===== src/glvl_pkg.sv =====
`timescale 1ns / 1ps
package glvl_pkg;

  localparam int MAX_GATES = 64;
  localparam int ID_BITS   = 16;
  localparam int LVL_BITS  = 6;
  localparam logic [LVL_BITS-1:0] LVL_MAX = 6'd63;

  typedef struct packed {
    logic clr;
    logic load;
    logic shift;
  } cell_ctl_t;

endpackage


===== src/glvl_cell.sv =====
`timescale 1ns / 1ps
module glvl_cell #(
  parameter int ID_BITS = glvl_pkg::ID_BITS
) (
  input  logic                         clk_i,
  input  logic                         rst_ni,
  input  glvl_pkg::cell_ctl_t          ctl_i,
  input  logic [ID_BITS-1:0]           nxt_id_i,
  input  logic [ID_BITS-1:0]           nxt_da_i,
  input  logic [ID_BITS-1:0]           nxt_db_i,
  input  logic                         nxt_pr_i,
  input  logic [glvl_pkg::LVL_BITS-1:0] nxt_lv_i,
  input  logic                         nxt_rs_i,
  input  logic                         nxt_us_i,
  input  logic [ID_BITS-1:0]           ld_id_i,
  input  logic [ID_BITS-1:0]           ld_da_i,
  input  logic [ID_BITS-1:0]           ld_db_i,
  input  logic                         ld_pr_i,
  output logic [ID_BITS-1:0]           id_o,
  output logic [ID_BITS-1:0]           da_o,
  output logic [ID_BITS-1:0]           db_o,
  output logic                         pr_o,
  output logic [glvl_pkg::LVL_BITS-1:0] lv_o,
  output logic                         rs_o,
  output logic                         us_o
);

  logic [ID_BITS-1:0]            id_q, da_q, db_q;
  logic                          pr_q, rs_q, us_q;
  logic [glvl_pkg::LVL_BITS-1:0] lv_q;

  always_ff @(posedge clk_i) begin
    if (ctl_i.load) begin
      id_q <= ld_id_i;
      da_q <= ld_da_i;
      db_q <= ld_db_i;
      pr_q <= ld_pr_i;
      lv_q <= '0;
    end else if (ctl_i.shift) begin
      id_q <= nxt_id_i;
      da_q <= nxt_da_i;
      db_q <= nxt_db_i;
      pr_q <= nxt_pr_i;
      lv_q <= nxt_lv_i;
    end
  end

  always_ff @(posedge clk_i or negedge rst_ni) begin
    if (!rst_ni) begin
      us_q <= 1'b0;
      rs_q <= 1'b0;
    end else if (ctl_i.clr) begin
      us_q <= 1'b0;
      rs_q <= 1'b0;
    end else if (ctl_i.load) begin
      us_q <= 1'b1;
      rs_q <= 1'b0;
    end else if (ctl_i.shift) begin
      us_q <= nxt_us_i;
      rs_q <= nxt_rs_i;
    end
  end

  assign id_o = id_q;
  assign da_o = da_q;
  assign db_o = db_q;
  assign pr_o = pr_q;
  assign lv_o = lv_q;
  assign rs_o = rs_q;
  assign us_o = us_q;

endmodule


===== config.mk =====
export PLATFORM = sky130hd
export DESIGN_NAME = glvl_cell
export DESIGN_NICKNAME = d
export VERILOG_FILES = /design/src/glvl_pkg.sv /design/src/glvl_cell.sv
export SDC_FILE = /design/constraint.sdc
export NUM_CORES = 1
export LEC_CHECK = 0
export ABC_AREA = 1
export BUFFER_PORTS_ARGS = -buffer_cell sky130_fd_sc_hd__buf_2
export CORE_MARGIN = 2
export CORE_UTILIZATION = 30
export CTS_BUF_LIST = sky130_fd_sc_hd__clkbuf_16
export DETAILED_ROUTE_END_ITERATION = 10
export GPL_ROUTABILITY_DRIVEN = 0
export PLACE_DENSITY_LB_ADDON = 0.2
export SLEW_MARGIN = 20
export SYNTH_ARGS = -nofsm -noshare
export SYNTH_HDL_FRONTEND = slang
export SYNTH_SLANG_ARGS = --single-unit

===== constraint.sdc =====
create_clock -name clk_i -period 0.82 [get_ports clk_i]
set_input_delay 0.082 -clock clk_i [delete_from_list [all_inputs] [get_ports clk_i]]
set_output_delay 0.082 -clock clk_i [all_outputs]
set_load 0.02 [all_outputs]

== Word level (Yosys, flattened, before mapping) ==
Index checks and enable logic that the tools add are counted.
Storage, ports and cells
  flip-flop bits (word level): 57
  input port bits: 111
  output and inout port bits: 57
  word-level logic and storage cells: 23
Cells by class
  muxes and demuxes: 14
  reduce and logical (&&, ||, !) cells: 2
Operator list (count)
  two-way mux 16 bit: 6
  two-way mux 1 bit: 8
  nonzero test 3 bit: 1
  nonzero test 2 bit: 1

== Longest topological paths before layout ==
Gate-level depths: netlist of run 1.
  depth in word-level cells: 3
  depth in mapped cells: 6
  depth with buffers taken out: 4

== Worst setup path before layout of run 1 ==
No wires, ideal clock.
  path type: input port to flip-flop
  from: in ctl_i[0] in the netlist's numbering
  to: reg da_q[0], in the netlist da_o[0], enable pin
  library setup time: 0.408 ns
  arrival time: 1.481 ns
  required time: 0.412 ns
  slack: -1.068 ns
  cell stages on the path: 3
  buffers on the path: 1
  cell sequence: clkbuf_1 inv_2 nand2_1
Between the ends
  word-level cells in the longest chain between the ends: 1
Ends and longest elaborated chain
  start: declaration: line glvl_cell.sv:7  | input glvl_pkg::cell_ctl_t ctl_i,
  nonzero test 2 bit (no line)
  end signal: assignment: line glvl_cell.sv:35  | da_q <= ld_da_i;
  end signal: assignment: line glvl_cell.sv:41  | da_q <= nxt_da_i;
  end: declaration: line glvl_cell.sv:28  | logic [ID_BITS-1:0] id_q, da_q, db_q;
Every way passes these cells.
A chain may end at the register's enable or synchronous reset.

== Final worst setup path of run 1 ==
  from: reg da_q[11], in the netlist da_o[11]
  to: out da_o[11]
RTL lines
  end: declaration: line glvl_cell.sv:20  | output logic [ID_BITS-1:0] da_o,
No word-level cell between the ends.

==> out/metrics.yaml, run 1 <==
status: "finished, violations left"
violations: "negative setup slack"
whs_ns: 0.0158
die_area_sq_um: 8810
power_frac_seq_pct: 38.6
rsz0062_at_grt: "yes"
io_buffers: 167
core_area_sq_um: 7770
synth_seq_cells: 57
min_path_cells: 3
power.share.switching_pct: 22.9
hold_end: "lv_o[3]"
h-tree-depth: 3
clockBufferDepth: 2
fin_crit_ns: 0.949
vias: 2250
dpl_cell_area_sq_um: 3480
internal_power_uw: 7260
fin_ws_ns: -0.129
p_per_area_nw_per_um2: 2270
rows: 32
crit_required_ns: 0.74
min_from: "nxt_lv_i[3]"
dp_hpwl_um: 4670
r2r-start: "lv_o[0]"
cts.sinks: 57
cp_max_fo: 1
report.power.total_uw: 9420
pre_cts_ws_ns: -0.0796
nets: 542
worst_pin_slew_ns: 0.187
drtPass1Iterations: 4
clk_latency_ns: 0.31
timing.final.crit_share_pct: 116
grt_pass1_wl_um: 9340
cts_tree: "yes"
fillCellCount: 709
setup_viol: 57
critPathTopFamily: "flip-flops"
antenna_cells: 0
grt_antenna_before_repair: 0
max_stage_delay_ns: 0.41
worstSetupEndpointType: "output pin"
fmax_mhz: 1050
p_sw_uw: 2160
syn-cell-area_sq_um: 2420
final_antenna_net_count: 0
yosys_warnings: 0
drive_above_1_share_pct: 46.3
p_leak_uw: 0.00211
io_pins: 168
cp_data_arrival_time_ns: 0.87
rr_worst_depth: 2
grt_pass1_vias: 2125
max_slew_margin_pct: 87.4
grt_overflow: 0
cap_violations: 0
ctsRootBufferMaster: "clkbuf_16"
finalHoldViolCount: 0
drtIter0Drc: 59
wl_um: 6250
dieWidth_um: 93.9
power_frac_comb_pct: 17.7
avgSynthCellArea_sq_um: 9.73
area_delta_synth_final_pct: 71.0
critPathLaunchType: "register"
ys_types: 13
worst_clock_skew_ns: 0
syn_nets: 360
via_per_inst: 4.18
finalSetupTns_ns: -4.85
final_area_sq_um: 4140
cts_buffers: 9
peakVddDrop_mv: 1.33
synthCells: 249
cts.clk_slew.worst_paths_ns: 0.05
postCtsSetupBuffers: 0
die_h_um: 93.9
r2r_slack_ns: 0.14
drv_slew: 0
worstPathCellList: "buf_6"
clkPwrFrac_pct: 43.7
cp_slowest_cell: "edfxtp_1"
drc: 0
crit_type: "register to output pin"
start_util_pct: 31.2
cp_num_buf_inv: 1
seq_area_frac_synth_pct: 67.8
r2r-end: "lv_o[0]"
avgRoutedWirePerCell_um: 11.6
holdCritPathClass: "primary input to register"
grt_max_degree: 31
track_usage_pct: 13.9
-- synth_stat cells --
cell / n / area [sq um]
dfrtp_1: 2 / 50.1
dfxtp_1: 6 / 120
inv_2: 2 / 7.51
inv_1: 2 / 7.51
clkbuf_1: 1 / 3.75
buf_2: 7 / 35.0
buf_6: 5 / 56.3
nand3_1: 1 / 5.00
edfxtp_1: 49 / 1470
o21ai_0: 6 / 30.0
nand2_1: 154 / 578
a21oi_2: 1 / 8.76
nor2_1: 13 / 48.8
-- metrics by stage --
step,std cells,util [%]
floorplan,249,-
global placement,516,44.8
detailed placement,516,44.8
CTS,538,51.3
global route,538,53.3
finish,538,53.3
-- sequential cells by signal, summed over array words and instances, names as in the netlist --
| name | cells |
|---|---|
| da_o | 16 |
| db_o | 16 |
| id_o | 16 |
| lv_o | 6 |
| pr_o | 1 |
| rs_o | 1 |
| us_o | 1 |
-- how the worst max path moves through the flow --
stage | start | endpoint | slack (ns) | cells after the start
floorplan | ctl_i[1] | da_o[0] | -0.07 | 4
global placement | ctl_i[1] | da_o[14] | -0.07 | 4
detailed placement | ctl_i[1] | id_o[2] | -0.08 | 4
CTS | da_o[11] | da_o[11] | -0.15 | 1
global route | da_o[11] | da_o[11] | -0.16 | 1
finish | da_o[11] | da_o[11] | -0.13 | 1
-- cell families (layout without fill, tap and decap cells) --
group	count (synthesis)	in the layout	share of synthesized area (%)
flip-flops	57	57	67.8
AND/OR/NAND/NOR	168	168	26.1
AO/OA/AOI/OAI	7	7	1.60
buffers and inverters	17	204	4.55
-- layer usage --
metal	vias up	global-route usage, %	wire length [um]
met5	-	0	0
met4	0	5.07	24
met3	2	4.17	545
met2	104	25.5	3280
met1	985	15.0	2390
li1	1159	-	-
-- timing repair --
item	4_1_cts	5_1_grt
hold buffers	6	0
resized for setup	38	50
gates cloned	0	0
endpoints found under the hold margin	7	0
setup endpoints to repair	57	57
-- layout by cell type (no fill, tap or decap), drive strengths merged --
cell type    instances
o21ai                6
dlygate4sd3          6
bufinv               3
buf                178
edfxtp              49
nand3                1
inv                  5
clkbuf               9
nand2              154
dfxtp                6
dfrtp                2
clkinvlp             1
a21oi                1
nor2                13
clkinv               2
-- layout make-up --
cell class              count  area [sq um]  area share (%)
inverters                   4          20.0           0.483
clock buffers               9           225            5.44
clock inverters             7           110            2.66
well taps                 102           128            3.08
repair buffers            184          1320            31.9
multi-input cells         175           687            16.6
flip-flops and latches     57          1650            39.8
-- power by group through the flow --
stage	Clock [uW]	Sequential (uW)	Combinational, uW
after floorplan	0	4040	353
after global placement	0	3630	1420
after detailed placement	0	3630	1430
after CTS	4210	3600	1530
after global routing	4350	3660	1800
final	4110	3630	1670
(Power assumes the default switching activity.)
==> inputs of run 2 (changes only) <==
--- a/config.mk
+++ b/config.mk
@@ -7,8 +7,10 @@
 export LEC_CHECK = 0
 export ABC_AREA = 1
 export BUFFER_PORTS_ARGS = -buffer_cell sky130_fd_sc_hd__buf_2
+export CELL_PAD_IN_SITES_DETAIL_PLACEMENT = 0
+export CELL_PAD_IN_SITES_GLOBAL_PLACEMENT = 2
 export CORE_MARGIN = 2
-export CORE_UTILIZATION = 30
+export CORE_UTILIZATION = 24
 export CTS_BUF_LIST = sky130_fd_sc_hd__clkbuf_16
 export DETAILED_ROUTE_END_ITERATION = 10
 export GPL_ROUTABILITY_DRIVEN = 0
==> constraint.sdc (replaced) <==
create_clock -name clk_i -period 1.22 [get_ports clk_i]
set_input_delay 0.122 -clock clk_i [delete_from_list [all_inputs] [get_ports clk_i]]
set_output_delay 0.122 -clock clk_i [all_outputs]
set_load 0.02 [all_outputs]
==> out/metrics.yaml, run 2 (synthesis gave the netlist of run 1 again) <==
status: "finished clean"
layout_common_cells: "167 x buf_2, 153 x nand2_1, 49 x edfxtp_1"
core_area_sq_um: 9770  # +26%
grt_util_met3_pct: 3.95  # -0.23 points
grt_overflow: 0  # unchanged
area_delta_synth_final_pct: 56.3
grt_pass1_wl_um: 11300  # +21%
peakVddDrop_mv: 0.638  # -52%
final_antenna_net_count: 0  # unchanged
die_h_um: 104  # +11%
drive_above_1_share_pct: 45.3  # -0.98 points
r2r-end: "lv_o[5]"
max_stage_delay_ns: 0.37  # -0.04 ns
cp_max_fo: 1  # unchanged
wl_um: 7020  # +12%
grt_antenna_before_repair: 0  # unchanged
max_slew_margin_pct: 84.2  # -3.2 points
fin_crit_ns: 0.981
cts.sinks: 57  # unchanged
fillCellCount: 1009  # +42%
nets: 536  # -1.1%
timing.final.crit_share_pct: 80.4
avgRoutedWirePerCell_um: 12.5  # +7.4%
vias: 2246  # -0.18%
worst_pin_slew_ns: 0.237  # +0.0504 ns
die_area_sq_um: 10900  # +24%
p_per_area_nw_per_um2: 1570  # -31%
cts_buffers: 9  # unchanged
drtPass1Iterations: 4  # unchanged
antenna_cells: 0  # unchanged
rsz0062_at_grt: "no"
crit_type: "register to output pin"
cp_num_buf_inv: 1  # unchanged
setup_viol: 0  # -100%
fmax_mhz: 1020
post_cts_resized: 0  # -100%
hold_end: "lv_o[5]"
finalSetupTns_ns: 0  # +4.85 ns
track_usage_pct: 13.3  # -0.64 points
start_util_pct: 24.8  # -6.4 points
rows: 36  # +13%
grt_pass1_vias: 2272  # +6.9%
finalHoldViolCount: 0  # unchanged
cp_data_arrival_time_ns: 0.86  # about the same
rr_worst_depth: 2  # unchanged
io_pins: 168  # unchanged
report.power.total_uw: 5940  # -37%
dieWidth_um: 104  # +11%
via_per_inst: 3.99  # -4.6%
clk_latency_ns: 0.31  # about the same
worstPathCellList: "buf_2"
drc: 0  # unchanged
drv_slew: 0  # unchanged
holdCritPathClass: "primary input to register"
min_from: "nxt_lv_i[5]"
cap_violations: 0  # unchanged
met2_usage_pct: 21.2  # -4.3 points
cts.clk_slew.worst_paths_ns: 0.05  # about the same
dp_hpwl_um: 5120  # +9.7%
critPathTopFamily: "flip-flops"
use_met1_pct: 16.4  # +1.5 points
p_leak_uw: 0.00198  # -6.0%
grt_max_degree: 51  # +65%
worst_clock_skew_ns: 0  # unchanged
min_path_cells: 3  # unchanged
r2r_slack_ns: 0.60  # +0.46 ns
layout_commonest_cell: "buf_2"
h-tree-depth: 3  # unchanged
crit_required_ns: 1.10  # +0.36 ns
drtIter0Drc: 71  # +20%
busiest_layer: "met2"
ctsRootBufferMaster: "clkbuf_16"
worstSetupEndpointType: "output pin"
final_core_util_pct: 38.7  # -15 points
critPathLaunchType: "register"
cp_slowest_cell: "edfxtp_1"
clockBufferDepth: 2  # unchanged
r2r-start: "lv_o[5]"
cts_tree: "yes"
io_buffers: 167  # unchanged
[run 2: cell count changes in the layout (fill, tap and decap cells not counted), sizes merged]
cell	before	now
clkinvlp	1	2
dlygate4sd3	6	1
inv	5	6
bufinv	3	2
buf	178	177
clkinv	2	1
[run 2: area by class of cell]
class	instances	area [sq um]	area share, %
clock buffers	9	225	5.95
clock inverters	7	87.6	2.31
inverters	4	15.0	0.397
multi-input cells	175	678	17.9
flip-flops and latches	57	1640	43.4
well taps	133	166	4.40
repair buffers	178	971	25.7
[run 2: routing by layer]
metal	routed length, um	up-vias
met4	112	0
li1	-	1147
met3	631	9
met1	3030	989
met5	0	-
met2	3250	101
[run 2: worst max path at each step]
stage                  start  endpoint  slack [ns]  cells past startpoint
floorplan           ctl_i[1]   da_o[0]       0.006                      4
global placement    ctl_i[1]   db_o[5]        0.28                      4
detailed placement  ctl_i[1]   db_o[5]        0.27                      4
CTS                  id_o[8]   id_o[8]        0.21                      1
global route         db_o[4]   db_o[4]        0.20                      1
finish              da_o[11]  da_o[11]        0.24                      1
[run 2: power by group]
group | internal, uW | switching, uW | total, uW
logic | 362 | 575 | 937
clock network | 1770 | 844 | 2610
registers | 2350 | 47.9 | 2400
total | 4480 | 1470 | 5940
[run 2: timing repair]
action,in CTS,in global routing
setup endpoints to repair,0,0
hold buffers,1,0
endpoints found under the hold margin,2,0
buffers inserted,0,0
[run 2: metrics by stage]
step	cells	cell area (sq um)	setup WS, ns	hold WS, ns
2_1_floorplan	249	2430	0.00582	-0.174
3_3_place_gp	546	3460	0.279	-0.0877
3_5_place_dp	546	3460	0.272	-0.0897
4_1_cts	563	3780	0.214	0.0181
5_1_grt	563	3780	0.198	0.0395
6_report	563	3780	0.239	0.0302
==> inputs of run 3 (changes only) <==
--- a/config.mk
+++ b/config.mk
@@ -5,12 +5,12 @@
 export SDC_FILE = /design/constraint.sdc
 export NUM_CORES = 1
 export LEC_CHECK = 0
-export ABC_AREA = 1
+export ABC_AREA = 0
 export BUFFER_PORTS_ARGS = -buffer_cell sky130_fd_sc_hd__buf_2
 export CELL_PAD_IN_SITES_DETAIL_PLACEMENT = 0
 export CELL_PAD_IN_SITES_GLOBAL_PLACEMENT = 2
 export CORE_MARGIN = 2
-export CORE_UTILIZATION = 24
+export CORE_UTILIZATION = 25
 export CTS_BUF_LIST = sky130_fd_sc_hd__clkbuf_16
 export DETAILED_ROUTE_END_ITERATION = 10
 export GPL_ROUTABILITY_DRIVEN = 0
==> constraint.sdc (replaced) <==
create_clock -name clk_i -period 0.98 [get_ports clk_i]
set_input_delay 0.098 -clock clk_i [delete_from_list [all_inputs] [get_ports clk_i]]
set_output_delay 0.098 -clock clk_i [all_outputs]
set_load 0.02 [all_outputs]
==> out/metrics.yaml, run 3 <==
status: "finished clean"
seq_area_sq_um: 1640  # unchanged
final_core_util_pct: 42.1  # +3.4 points
yosys_warnings: 0  # unchanged
max_slew_margin_pct: 85.8  # +1.6 points
max_stage_delay_ns: 0.39  # +0.02 ns
track_usage_pct: 11.7  # -1.6 points
rows: 35  # -2.8%
ctsRootBufferMaster: "clkbuf_16"
avgRoutedWirePerCell_um: 13.3  # +6.5%
ys_dominant_reg_cell: "edfxtp_1"
drtPass1Iterations: 4  # unchanged
p_leak_uw: 0.00180  # -9.2%
async_flop_share_pct: 3.51  # unchanged
drc: 0  # unchanged
stdcell_count: 447  # -21%
multi_input_area_sq_um: 711  # +4.8%
antenna_cells: 0  # unchanged
cts_buffers: 9  # unchanged
nets: 424  # -21%
critPathTopFamily: "flip-flops"
r2r_slack_ns: 0.27  # -0.33 ns
timing.final.crit_share_pct: 98.2
core_area_sq_um: 9280  # -5.0%
synth_common_cells: "49 x edfxtp_1, 38 x mux2_2, 10 x mux2_4"
rsz0062_at_grt: "yes"
die_h_um: 102  # -2.2%
dp_cells: 429  # -21%
grt_antenna_before_repair: 0  # unchanged
start_util_pct: 25.9  # +1.1 points
wl_um: 5940  # -15%
vias: 1767  # -21%
cts.sinks: 57  # unchanged
crit_type: "register to output pin"
drive_above_1_share_pct: 75.2  # +30 points
finalSetupTns_ns: 0  # unchanged
fin_crit_ns: 0.962
cp_data_arrival_time_ns: 0.86  # about the same
cap_violations: 0  # unchanged
cp_slowest_cell: "edfxtp_1"
cts.clk_slew.worst_paths_ns: 0.05  # about the same
io_pins: 168  # unchanged
whs_ns: 0.0133  # -0.0169 ns
clk_latency_ns: 0.31  # about the same
finalHoldViolCount: 0  # unchanged
dp_hpwl_um: 4610  # -10%
die_area_sq_um: 10400  # -4.4%
fillCellCount: 927  # -8.1%
worstPathCellList: "buf_6"
fmax_mhz: 1040
syn_nets: 242  # -33%
area_delta_synth_final_pct: 62.4
via_per_inst: 3.95  # -0.91%
avgSynthCellArea_sq_um: 18.4  # +89%
drtIter0Drc: 26  # -63%
cp_num_buf_inv: 1  # unchanged
synth_area_leaders: "edfxtp_1 61%, mux2_2 18%, mux2_4 6.2%"
ys_types: 14  # +1
layout_commonest_cell: "buf_2"
layout_common_cells: "150 x buf_2, 49 x edfxtp_1, 38 x mux2_2"
cp_max_fo: 1  # unchanged
drv_slew: 0  # unchanged
yosysTopAreaCell: "edfxtp_1"
grt_max_degree: 25  # -51%
clockBufferDepth: 2  # unchanged
yosys.area.top_type_share_pct: 61.1  # +0.38 points
grt_pass1_wl_um: 8870  # -22%
seq_area_frac_synth_pct: 68.2  # +0.42 points
cts_tree: "yes"
critPathLaunchType: "register"
grt_pass1_vias: 1833  # -19%
synthCells: 131  # -47%
worstSetupEndpointType: "output pin"
crit_required_ns: 0.88  # -0.22 ns
synth-edff-count: 49  # unchanged
synth_seq_cells: 57  # unchanged
synth.most_common_cell: "edfxtp_1"
grt_overflow: 0  # unchanged
p_per_area_nw_per_um2: 1860  # +18%
syn-cell-area_sq_um: 2410  # -0.62%
worst_pin_slew_ns: 0.213  # -0.0243 ns
io_buffers: 167  # unchanged
holdCritPathClass: "primary input to register"
setup_viol: 0  # unchanged
final_antenna_net_count: 0  # unchanged
h-tree-depth: 3  # unchanged
dieWidth_um: 102  # -2.2%
worst_clock_skew_ns: 0  # unchanged
peakVddDrop_mv: 0.682  # +6.9%
==> run 3: path summary, 6_finish.rpt <==
| kind | cells after the start | startpoint | end |
|---|---|---|---|
| min in group asynchronous | 2 | rst_ni | us_o |
| max | 1 | da_o[15] | da_o[15] |
| max in group asynchronous | 2 | rst_ni | rs_o |
| min reg2reg | 2 | lv_o[1] | lv_o[1] |
| min | 3 | nxt_lv_i[4] | lv_o[4] |
| max reg2reg | 2 | us_o | us_o |
==> run 3: what timing repair did <==
item,in CTS,in global routing
pin swaps,0,0
hold endpoints to repair,4,0
gates resized for setup,4,30
hold buffers,2,0
setup endpoints to repair,2,19
buffers inserted,0,0
==> run 3: worst min-delay path, stage by stage <==
cell and delay (ns):
buf_2 0.07, mux2i_1 0.05, nor2_1 0.07
==> run 3: logic make-up after synthesis <==
| kind of cell | count (synthesis) | share of synthesized area (%) |
|---|---|---|
| flops | 57 | 68.2 |
| mux | 57 | 27.8 |
| buf+inv | 8 | 2.39 |
| simple gates | 8 | 1.40 |
| compound gates | 1 | 0.208 |
==> run 3: layout make-up <==
class                      count  share of cell area (%)
multi-input combinational     66                    18.2
clock inverter                 7                    1.60
inverter                       1                  0.0960
tap                          129                    4.13
timing repair buffer         178                    28.3
sequential                    57                    42.0
clock buffer                   9                    5.76
==> run 3: where the power goes <==
part           leakage (uW)  internal [uW]  switching [uW]
Sequential         0.000575           2920            75.1
Combinational       0.00109            641             627
Clock              0.000140           1940            1050
==> run 3: per-stage QoR <==
step	power (uW)	worst slack, ns	instance area (sq um)
finish	7250	0.0180	3910
detailed placement	4230	-0.194	3500
global route	7590	-0.0192	3910
global placement	4220	-0.176	3500
floorplan	3680	-0.144	2420
CTS	7280	-0.00450	3820
==> run 3: per-layer routing <==
layer | global-route usage, % | vias to the layer above | wire (um)
met5 | 0 | - | 0
met4 | 7.08 | 0 | 126
met3 | 5.68 | 9 | 749
met2 | 19.3 | 96 | 2920
met1 | 12.0 | 797 | 2140
li1 | - | 865 | -
